`src/design/bsc_pkg.sv`:
```
// Shared types and constants for the Bhaskara sine/cosine pipeline.
package bsc_pkg;

	typedef enum logic [1:0] {
		ACT_SIN16 = 2'd0,
		ACT_COS16 = 2'd1,
		ACT_SIN8  = 2'd2,
		ACT_COS8  = 2'd3
	} action_t;

	localparam logic [14:0] HALF_MAX  = 15'h7FFF;
	localparam logic [16:0] NUM_SCALE = 17'd131068;     // 4 * 0x7FFF
	localparam logic [30:0] DEN_BASE  = 31'd1342095361;
	localparam logic [15:0] QUARTER16 = 16'h4000;
	localparam logic [7:0]  QUARTER8  = 8'd64;
	localparam logic [16:0] OFFSET8   = 17'd32895;      // 0x7FFF + 128

	localparam int QBITS          = 15;
	localparam int BITS_PER_STAGE = 3;
	localparam int DIV_STAGES     = QBITS / BITS_PER_STAGE;

	// One item in flight through the divider stages.
	typedef struct packed {
		logic        valid;
		logic        neg;
		logic        eight;
		logic [30:0] den;
		logic [30:0] rem;
		logic [14:0] low;
		logic [14:0] q;
	} div_t;

endpackage

```
`src/design/bsc_prep.sv`:
```
// Angle selection, half-turn fold, Bhaskara product and divider setup (two stages).
module bsc_prep (
	input  logic              clk,
	input  logic              arst_n,
	input  logic              en,
	input  logic              in_valid,
	input  bsc_pkg::action_t  action,
	input  logic [15:0]       angle,
	output bsc_pkg::div_t     out_s2
);
	import bsc_pkg::*;

	logic [15:0] ang16;
	logic [7:0]  ang8;
	logic [14:0] t;
	logic [29:0] p_full;
	logic [44:0] num;

	logic        valid_s1;
	logic        neg_s1;
	logic        eight_s1;
	logic [27:0] p_s1;

	always_comb begin
		ang8 = angle[7:0];
		case (action)
			ACT_SIN16: ang16 = angle;
			ACT_COS16: ang16 = angle + QUARTER16;
			ACT_SIN8:  ang16 = {ang8, ang8};
			ACT_COS8: begin
				ang8  = angle[7:0] + QUARTER8;
				ang16 = {ang8, ang8};
			end
			default:   ang16 = angle;
		endcase
		// fold the second half-turn: 0xFFFF - a equals ~a there
		t      = ang16[15] ? ~ang16[14:0] : ang16[14:0];
		p_full = 30'(t) * 30'(HALF_MAX - t);
	end

	always_ff @(posedge clk or negedge arst_n) begin
		if (!arst_n) begin
			valid_s1 <= 1'b0;
		end else if (en) begin
			valid_s1 <= in_valid;
		end
	end

	always_ff @(posedge clk) begin
		if (en) begin
			neg_s1   <= ang16[15];
			eight_s1 <= action[1];
			p_s1     <= p_full[27:0];
		end
	end

	assign num = 45'(p_s1) * 45'(NUM_SCALE);

	always_ff @(posedge clk or negedge arst_n) begin
		if (!arst_n) begin
			out_s2 <= '0;
		end else if (en) begin
			out_s2.valid <= valid_s1;
			out_s2.neg   <= neg_s1;
			out_s2.eight <= eight_s1;
			out_s2.den   <= DEN_BASE - 31'(p_s1);
			// quotient fits 15 bits, so the top part already sits below den
			out_s2.rem   <= {1'b0, num[44:15]};
			out_s2.low   <= num[14:0];
			out_s2.q     <= '0;
		end
	end

endmodule

```
`src/design/bsc_div_stage.sv`:
```
// One registered stage of the restoring divider, three quotient bits per stage.
module bsc_div_stage (
	input  logic          clk,
	input  logic          arst_n,
	input  logic          en,
	input  bsc_pkg::div_t in_d,
	output bsc_pkg::div_t out_d
);
	import bsc_pkg::*;

	div_t st;

	always_comb begin
		logic [31:0] trial;
		logic        ge;
		st = in_d;
		for (int i = 0; i < BITS_PER_STAGE; i++) begin
			trial  = {st.rem, st.low[14]};
			ge     = (trial >= {1'b0, st.den});
			st.rem = ge ? 31'(trial - {1'b0, st.den}) : trial[30:0];
			st.q   = {st.q[13:0], ge};
			st.low = {st.low[13:0], 1'b0};
		end
	end

	always_ff @(posedge clk or negedge arst_n) begin
		if (!arst_n) begin
			out_d <= '0;
		end else if (en) begin
			out_d <= st;
		end
	end

endmodule

```
`src/design/bsc_post.sv`:
```
// Sign restore, 8-bit offset and saturation, and the output register.
module bsc_post (
	input  logic          clk,
	input  logic          arst_n,
	input  logic          en,
	input  bsc_pkg::div_t in_d,
	output logic          out_valid,
	output logic [15:0]   value
);
	import bsc_pkg::*;

	logic [15:0] mag;
	logic [15:0] s16;
	logic [16:0] v17;
	logic [7:0]  b8;

	always_comb begin
		mag = {1'b0, in_d.q};
		s16 = in_d.neg ? (16'd0 - mag) : mag;
		v17 = {s16[15], s16} + OFFSET8;
		// clamp at 0xFFFF before keeping the top byte
		b8  = v17[16] ? 8'hFF : v17[15:8];
	end

	always_ff @(posedge clk or negedge arst_n) begin
		if (!arst_n) begin
			out_valid <= 1'b0;
		end else if (en) begin
			out_valid <= in_d.valid;
		end
	end

	always_ff @(posedge clk) begin
		if (en) begin
			value <= in_d.eight ? {8'h00, b8} : s16;
		end
	end

endmodule

```
`src/design/bhaskara_sine_cosine_unit_core.sv`:
```
// Bhaskara sine/cosine unit: takes one item per clock while the output is not held
// and returns one result per item, in order. The pipeline has two stages for angle
// fold and the two multiplications, five divider stages of three quotient bits each,
// and one output stage; throughput is one item every cycle, set by this fully
// pipelined divider. When the output item is held by m_tready low, every stage
// freezes and s_tready drops, so nothing is lost or repeated. Input s_tuser carries
// the operation, s_tdata the angle; m_tdata carries the result, signed for 16-bit actions.
module bhaskara_sine_cosine_unit_core (
	input  logic        clk,
	input  logic        arst_n,
	input  logic        s_tvalid,
	output logic        s_tready,
	input  logic [15:0] s_tdata,   // [15:0] angle
	input  logic [1:0]  s_tuser,   // [1:0] action
	output logic        m_tvalid,
	input  logic        m_tready,
	output logic [15:0] m_tdata    // [15:0] value
);
	import bsc_pkg::*;

	logic    en;
	action_t action;
	div_t    stage_d [DIV_STAGES+1];

	// advance whenever the output slot is free or being taken
	assign en       = !m_tvalid || m_tready;
	assign s_tready = en;
	assign action   = action_t'(s_tuser);

	bsc_prep u_prep (
		.clk      (clk),
		.arst_n   (arst_n),
		.en       (en),
		.in_valid (s_tvalid),
		.action   (action),
		.angle    (s_tdata),
		.out_s2   (stage_d[0])
	);

	for (genvar g = 0; g < DIV_STAGES; g++) begin : g_div
		bsc_div_stage u_div (
			.clk    (clk),
			.arst_n (arst_n),
			.en     (en),
			.in_d   (stage_d[g]),
			.out_d  (stage_d[g+1])
		);
	end

	bsc_post u_post (
		.clk       (clk),
		.arst_n    (arst_n),
		.en        (en),
		.in_d      (stage_d[DIV_STAGES]),
		.out_valid (m_tvalid),
		.value     (m_tdata)
	);

endmodule

```
`config.mk`:
```
export PLATFORM = sky130hd
export DESIGN_NAME = bhaskara_sine_cosine_unit_core
export DESIGN_NICKNAME = d
export VERILOG_FILES = /design/src/design/bsc_pkg.sv /design/src/design/bsc_prep.sv /design/src/design/bsc_div_stage.sv /design/src/design/bsc_post.sv /design/src/design/bhaskara_sine_cosine_unit_core.sv
export SDC_FILE = /design/constraint.sdc
export NUM_CORES = 2
export LEC_CHECK = 0
export CORE_MARGIN = 1
export CORE_UTILIZATION = 23
export CTS_BUF_LIST = sky130_fd_sc_hd__clkbuf_8
export DETAILED_ROUTE_END_ITERATION = 12
export DONT_BUFFER_PORTS = 1
export PLACE_DENSITY = 0.41
export REMOVE_ABC_BUFFERS = 1
export SYNTH_ARGS = -nofsm -noshare
export SYNTH_HDL_FRONTEND = slang
export SYNTH_SLANG_ARGS = --single-unit
```
`constraint.sdc`:
```
create_clock -name clk -period 21.3 [get_ports clk]
set_input_delay 0 -clock clk [delete_from_list [all_inputs] [get_ports clk]]
set_output_delay 0 -clock clk [all_outputs]
set_load 0.02 [all_outputs]
```
# Word level (Yosys, flattened, before mapping)
# Index checks and enable logic that the tools add are counted.
[word_totals]
register_bits = 455
input_bits = 22
output_inout_bits = 18
wordCells = 108
[op_classes]
n_addsub = 20
multipliers = 2
n_lt_le_gt_ge = 15
n_eq_ne = 3
n_mux = 19
bitwise_logic = 1
reduce_logical = 3
[op_table]
columns = ["cell", "count"]
rows = [
  ["$ge 32x31->1", 14],
  ["$mux 31", 14],
  ["$sub 31x31->31", 14],
  ["$pmux 16 s4", 1],
  ["$mul 28x15->43 const B", 1],
  ["$ge 31x31->1", 1],
  ["$sub 31x28->31 const A", 1],
  ["$mul 15x30->28", 1],
  ["$add 17x16->17 const B", 1],
  ["$add 16x15->16 const B", 1],
  ["$mux 16", 1],
  ["$mux 8", 2],
  ["$sub 1x15->16 const A", 1],
  ["$sub 15x15->16 const A", 1],
  ["$mux 15", 1],
  ["$not 15->15", 1],
  ["$add 8x7->8 const B", 1],
  ["$eq 2x2->1 const B", 2],
  ["$eq 2x1->1 const B", 1],
  ["$logic_not 2->1", 1],
  ["$logic_not 1->1", 1],
  ["$logic_or 1x1->1", 1],
]

# Logic depth before layout (Yosys ltp)
[depth]
ltp_word = 6
mapped_depth = 44

# Hierarchy
# Synthesis repeated with hierarchy kept, for this count alone.
[hier_totals]
hier_cells = 7493
area_unflattened_um2 = 68039.0
[by_module_without_submodules]
columns = ["module", "n_inst", "cells_per_inst", "area_per_inst_um2", "seq_area_each_um2"]
rows = [
  ["bsc_div_stage (g_div[0].u_div ...)", 3, 1070, 9451.6, 2302.2],
  ["bsc_prep", 1, 1954, 19396.1, 2747.6],
  ["bsc_div_stage (g_div[4].u_div)", 1, 1127, 9565.4, 2302.2],
  ["bsc_div_stage (g_div[1].u_div)", 1, 1055, 9340.2, 2302.2],
  ["bsc_post", 1, 146, 1376.3, 505.5],
  ["bhaskara_sine_cosine_unit_core", 1, 1, 6.3, 0.0],
]

# Least setup slack after synthesis
# Ideal clock, no wire load.
[synth_timing]
kind = "flip-flop to flip-flop"
startpoint = "register g_div[2].u_div.out_d[62] (netlist name)"
endpoint = "register g_div[3].u_div.out_d[58] (netlist name)"
setup_ps = 124
arrival_ps = 8945
required_time_ps = 21176
slack_ps = 12231
stages_incl_launch_ff = 40
n_path_buf = 7
cell_sequence = "dfrtp_1 inv_1 fa_1 a211oi_1 o21ai_1 a2111oi_0 nand4b_1 nand2_1 a31o_1 buf_2 buf_1 clkbuf_1 o21ai_0 fa_1 nor2b_1 o31a_1 o2111a_1 or3_1 [4 not listed] buf_2 clkbuf_1 o21ai_0 ha_1 o21a_1 o31a_1 o2111ai_1 a21oi_1 o21ai_0 a21oi_1 o21a_1 nor2_1 a21oi_1 or3_1 clkbuf_1 buf_6 and3_1 a211o_1"
[synth_between]
elab_chain_len = 6
elab_cells_between_ends = 9
classes_between = "add/sub (3); order compare (3); mux (3)"
[synth_lines]
columns = ["element", "line_no", "text"]
rows = [
  ["start, declared", "bsc_div_stage.sv:7", "output bsc_pkg::div_t out_d"],
  ["start signal, assigned", "bsc_div_stage.sv:30", "out_d <= st;"],
  ["$sub 31x31->31 / $ge 32x31->1 (equally long branches)", "bsc_div_stage.sv:20, bsc_div_stage.sv:19", ""],
  ["$mux 31", "bsc_div_stage.sv:20", "st.rem = ge ? 31'(trial - {1'b0, st.den}) : trial[30:0];"],
  ["$sub 31x31->31 / $ge 32x31->1 (equally long branches)", "bsc_div_stage.sv:20, bsc_div_stage.sv:19", ""],
  ["$mux 31", "bsc_div_stage.sv:20", ""],
  ["$sub 31x31->31 / $ge 32x31->1 (equally long branches)", "bsc_div_stage.sv:20, bsc_div_stage.sv:19", ""],
  ["$mux 31 (*)", "bsc_div_stage.sv:20", ""],
  ["end signal, assigned", "bsc_div_stage.sv:30", ""],
  ["end, declared", "bsc_div_stage.sv:7", ""],
]
# Every way passes the cells marked *; elsewhere a longest branch is shown, timed or not.
# A chain may end at the register's enable or synchronous reset.

# Worst setup path in the final report
# Same ends and word-level chain as after synthesis.

==> out/results.tsv <==
stage	metric	value	unit
outcome	status	finished clean	
cells_and_area	fin_area	63300	µm²
clock_tree	htree_levels	3	
critical_path	cpPeakStageDelay	0.64	ns
global_routing	grt_pass1_wl	289000	µm
timing	finalHoldViolations	0	
clock_tree	tritoncts	done	
clock_tree	clk_pin_slew	0.06	ns
route	dr.max_layer_used	met5	
timing	fin_ws	10.20	ns
clock_tree	clockBufferDepth	3	
global_routing	antenna_found_initial	5	
floorplan	start_util	23.1	%
route	routed_via_density	4.70	
global_routing	grt.overflow.total	0	
route	drtIter0Drc	2576	
timing	setup_tns	0	ns
critical_path	crit_path_end_kind	register	
yosys	ys.flop_type	dfrtp_1	
floorplan	ios	40	
route	wire_per_inst	17.9	µm
placement	dp.cells	10100	
clock_tree	numCtsBuffers	83	
cells_and_area	layout-drive-gt1-share	5.05	%
floorplan	core-area	248000	µm²
critical_path	path_max_fanout	52	
yosys	synth-seq-cells	441	
floorplan	dieArea	252000	µm²
timing	min_period	11.10	ns
route	routed_wl	185000	µm
timing	slew_viol_final	0	
placement	dp_hpwl	148000	µm
critical_path	crit_path_top_delay_cell	a2111oi_0	
yosys	avgSynthCellArea	8.24	µm²
clock_tree	cts_root_buffer	clkbuf_8	
clock_tree	cts.sink_count	441	
route	drt-met1-wl	83000	µm
placement	finalWeightedCongestion	0.871	
timing	period_share	52.1	%
critical_path	crit_start	g_div[2].u_div.out_d[62]	
critical_path	startpoint_type	register	
placement	portBuffers	0	
hold_path	worstHoldStart	s_tdata[13]	
yosys	yosys.cell_types.count	93	
timing	worstMarginPinSlew	1.06	ns
critical_path	arrival	11.75	ns
flow_run	cap_violations	0	
critical_path	rrSetupSlack	10.20	ns
cells_and_area	nNetsFinal	7981	
route	antenna_left	0	
yosys	async_flop_share	89.8	%
yosys	netlist_area	57400	µm²
placement	placed_area	61300	µm²
cells_and_area	stdcell_count	10300	
hold_path	min_path_type	input pin to register	
global_routing	grt_pass1_vias	49800	
timing	max_freq	90.1	MHz
cells_and_area	syn2layout_area_growth	10.3	%
route	wl_met2	89900	µm
critical_path	cp.required	21.94	ns
clock_tree	clock_latency	0.79	ns
placement	pre_cts_ws	10.24	ns
critical_path	reg2reg_from	g_div[2].u_div.out_d[62]	
global_routing	grtUsageTotal	14.6	%
route	drc_errors	0	
timing	finClkSkew	0.0406	ns
yosys	yosysSeqAreaShare	19.6	%
clock_tree	cts_resized	0	
clock_tree	post_cts_buffers	0	
critical_path	criticalPathCategory	register to register	
route	drt-pass1-iter-count	5	
route	via_count	48400	
timing	rsz0062_at_grt	false	
floorplan	row_count	183	
floorplan	die_x	502	µm
yosys	ys_warn_count	0	
floorplan	fp.dieH	502	µm
critical_path	worst_path_most_repeated_cell	a21oi_1	
timing	max-slew-margin-rel	29.0	%
timing	setup_violations	0	
global_routing	grt_max_degree	397	
yosys	netlist_instances	6965	
route	wl_met3	4790	µm
yosys	synth_edf_count	45	
clock_tree	cts_hold_buf	18	
==> layout by cell type, fill, tap and decap left out, types with 39 or more instances in the layout <==
cell / n
buf_4: 59
nor2_1: 575
mux2_2: 108
a31oi_1: 70
edfxtp_1: 45
nand3_1: 119
o21bai_1: 61
dfrtp_1: 396
nand4_1: 72
a21o_1: 197
o31ai_1: 39
xor2_1: 163
o21a_1: 69
nand2_1: 880
nand2b_1: 81
fa_1: 361
clkbuf_8: 104
ha_1: 688
nor2b_1: 59
xnor2_1: 318
nor3_1: 96
a211oi_1: 59
inv_1: 649
o21ai_1: 41
mux2i_1: 80
o21ai_0: 484
a21oi_1: 574
==> per-stage QoR <==
step	hold WS (ns)	util [%]
5_1_grt	0.0829	25.5
4_1_cts	0.0112	25.4
6_report	0.0858	25.5
2_1_floorplan	-0.296	-
3_3_place_gp	-0.240	24.7
3_5_place_dp	-0.239	24.7
==> worst paths after layout <==
check                                           endpoint  cells past startpoint
worst min-delay path                     u_prep.p_s1[27]                      5
worst min register to register          u_post.out_valid                      1
min in group asynchronous              u_prep.out_s2[85]                      3
worst max register to register  g_div[3].u_div.out_d[58]                     35
worst max-delay path            g_div[3].u_div.out_d[58]                     35
max in group asynchronous       g_div[3].u_div.out_d[88]                      5
==> routing by layer <==
| layer | track usage, % | vias up |
|---|---|---|
| met5 | 0 | - |
| met2 | 25.8 | 653 |
| met3 | 1.72 | 235 |
| met4 | 5.13 | 2 |
| met1 | 18.2 | 23400 |
| li1 | - | 24100 |
==> cells in the mapped netlist (70+ instances only) <==
master	n	area [µm²]
nand2_1	880	3300
clkbuf_1	194	728
a31oi_1	70	438
nor2_1	575	2160
nand4_1	72	450
mux2_2	108	1220
o21ai_0	485	2430
a21oi_1	576	2880
a21o_1	197	1480
inv_1	625	2350
fa_1	361	7230
ha_1	688	8610
nand2b_1	81	507
xor2_1	163	1430
xnor2_1	321	2810
dfrtp_1	396	9910
mux2i_1	80	801
nand3_1	119	596
nor3_1	98	490
==> critical path, delay by kind of cell (launching register included) <==
kind                     cells  cell delay (ns)
flip-flops                   1             0.48
AND/OR/NAND/NOR              8             2.03
buffers and inverters        4             1.29
adder cells (fa/ha/maj)      3             1.17
multiplexers                 2             0.71
AO/OA/AOI/OAI               18             5.19
==> registers in the layout, indices dropped and copies added, names as in the netlist <==
name / flops
g_div.u_div.out_d: 320
u_post.out_valid: 1
u_post.value: 16
u_prep.eight_s1: 1
u_prep.neg_s1: 1
u_prep.out_s2: 74
u_prep.p_s1: 27
u_prep.valid_s1: 1
==> kinds of logic (layout without fill, tap and decap cells) <==
logic type | count (synthesis) | after routing | share of synthesized area [%]
flip-flops | 441 | 441 | 19.6
adder cells (fa/ha/maj) | 1049 | 1049 | 27.6
multiplexers | 204 | 204 | 3.83
other | 2 | 9 | 0.0131
AND/OR/NAND/NOR | 2073 | 2073 | 15.9
XOR/XNOR | 484 | 484 | 7.38
buffers and inverters | 853 | 859 | 5.64
AO/OA/AOI/OAI | 1859 | 1859 | 20.0
==> area by class of cell <==
type	instances	area (µm²)
Tap cell	3330	4170
Sequential cell	441	11300
Timing Repair Buffer	82	753
Clock inverter	43	279
Multi-Input combinational cell	5672	43000
Fill cell	27200	185000
Inverter	630	2370
Antenna cell	6	15.0
Clock buffer	104	1430
Power is left out: the tool's default activity adds up to more than one toggle a clock period on the data nets, which glitch-free logic cannot reach.
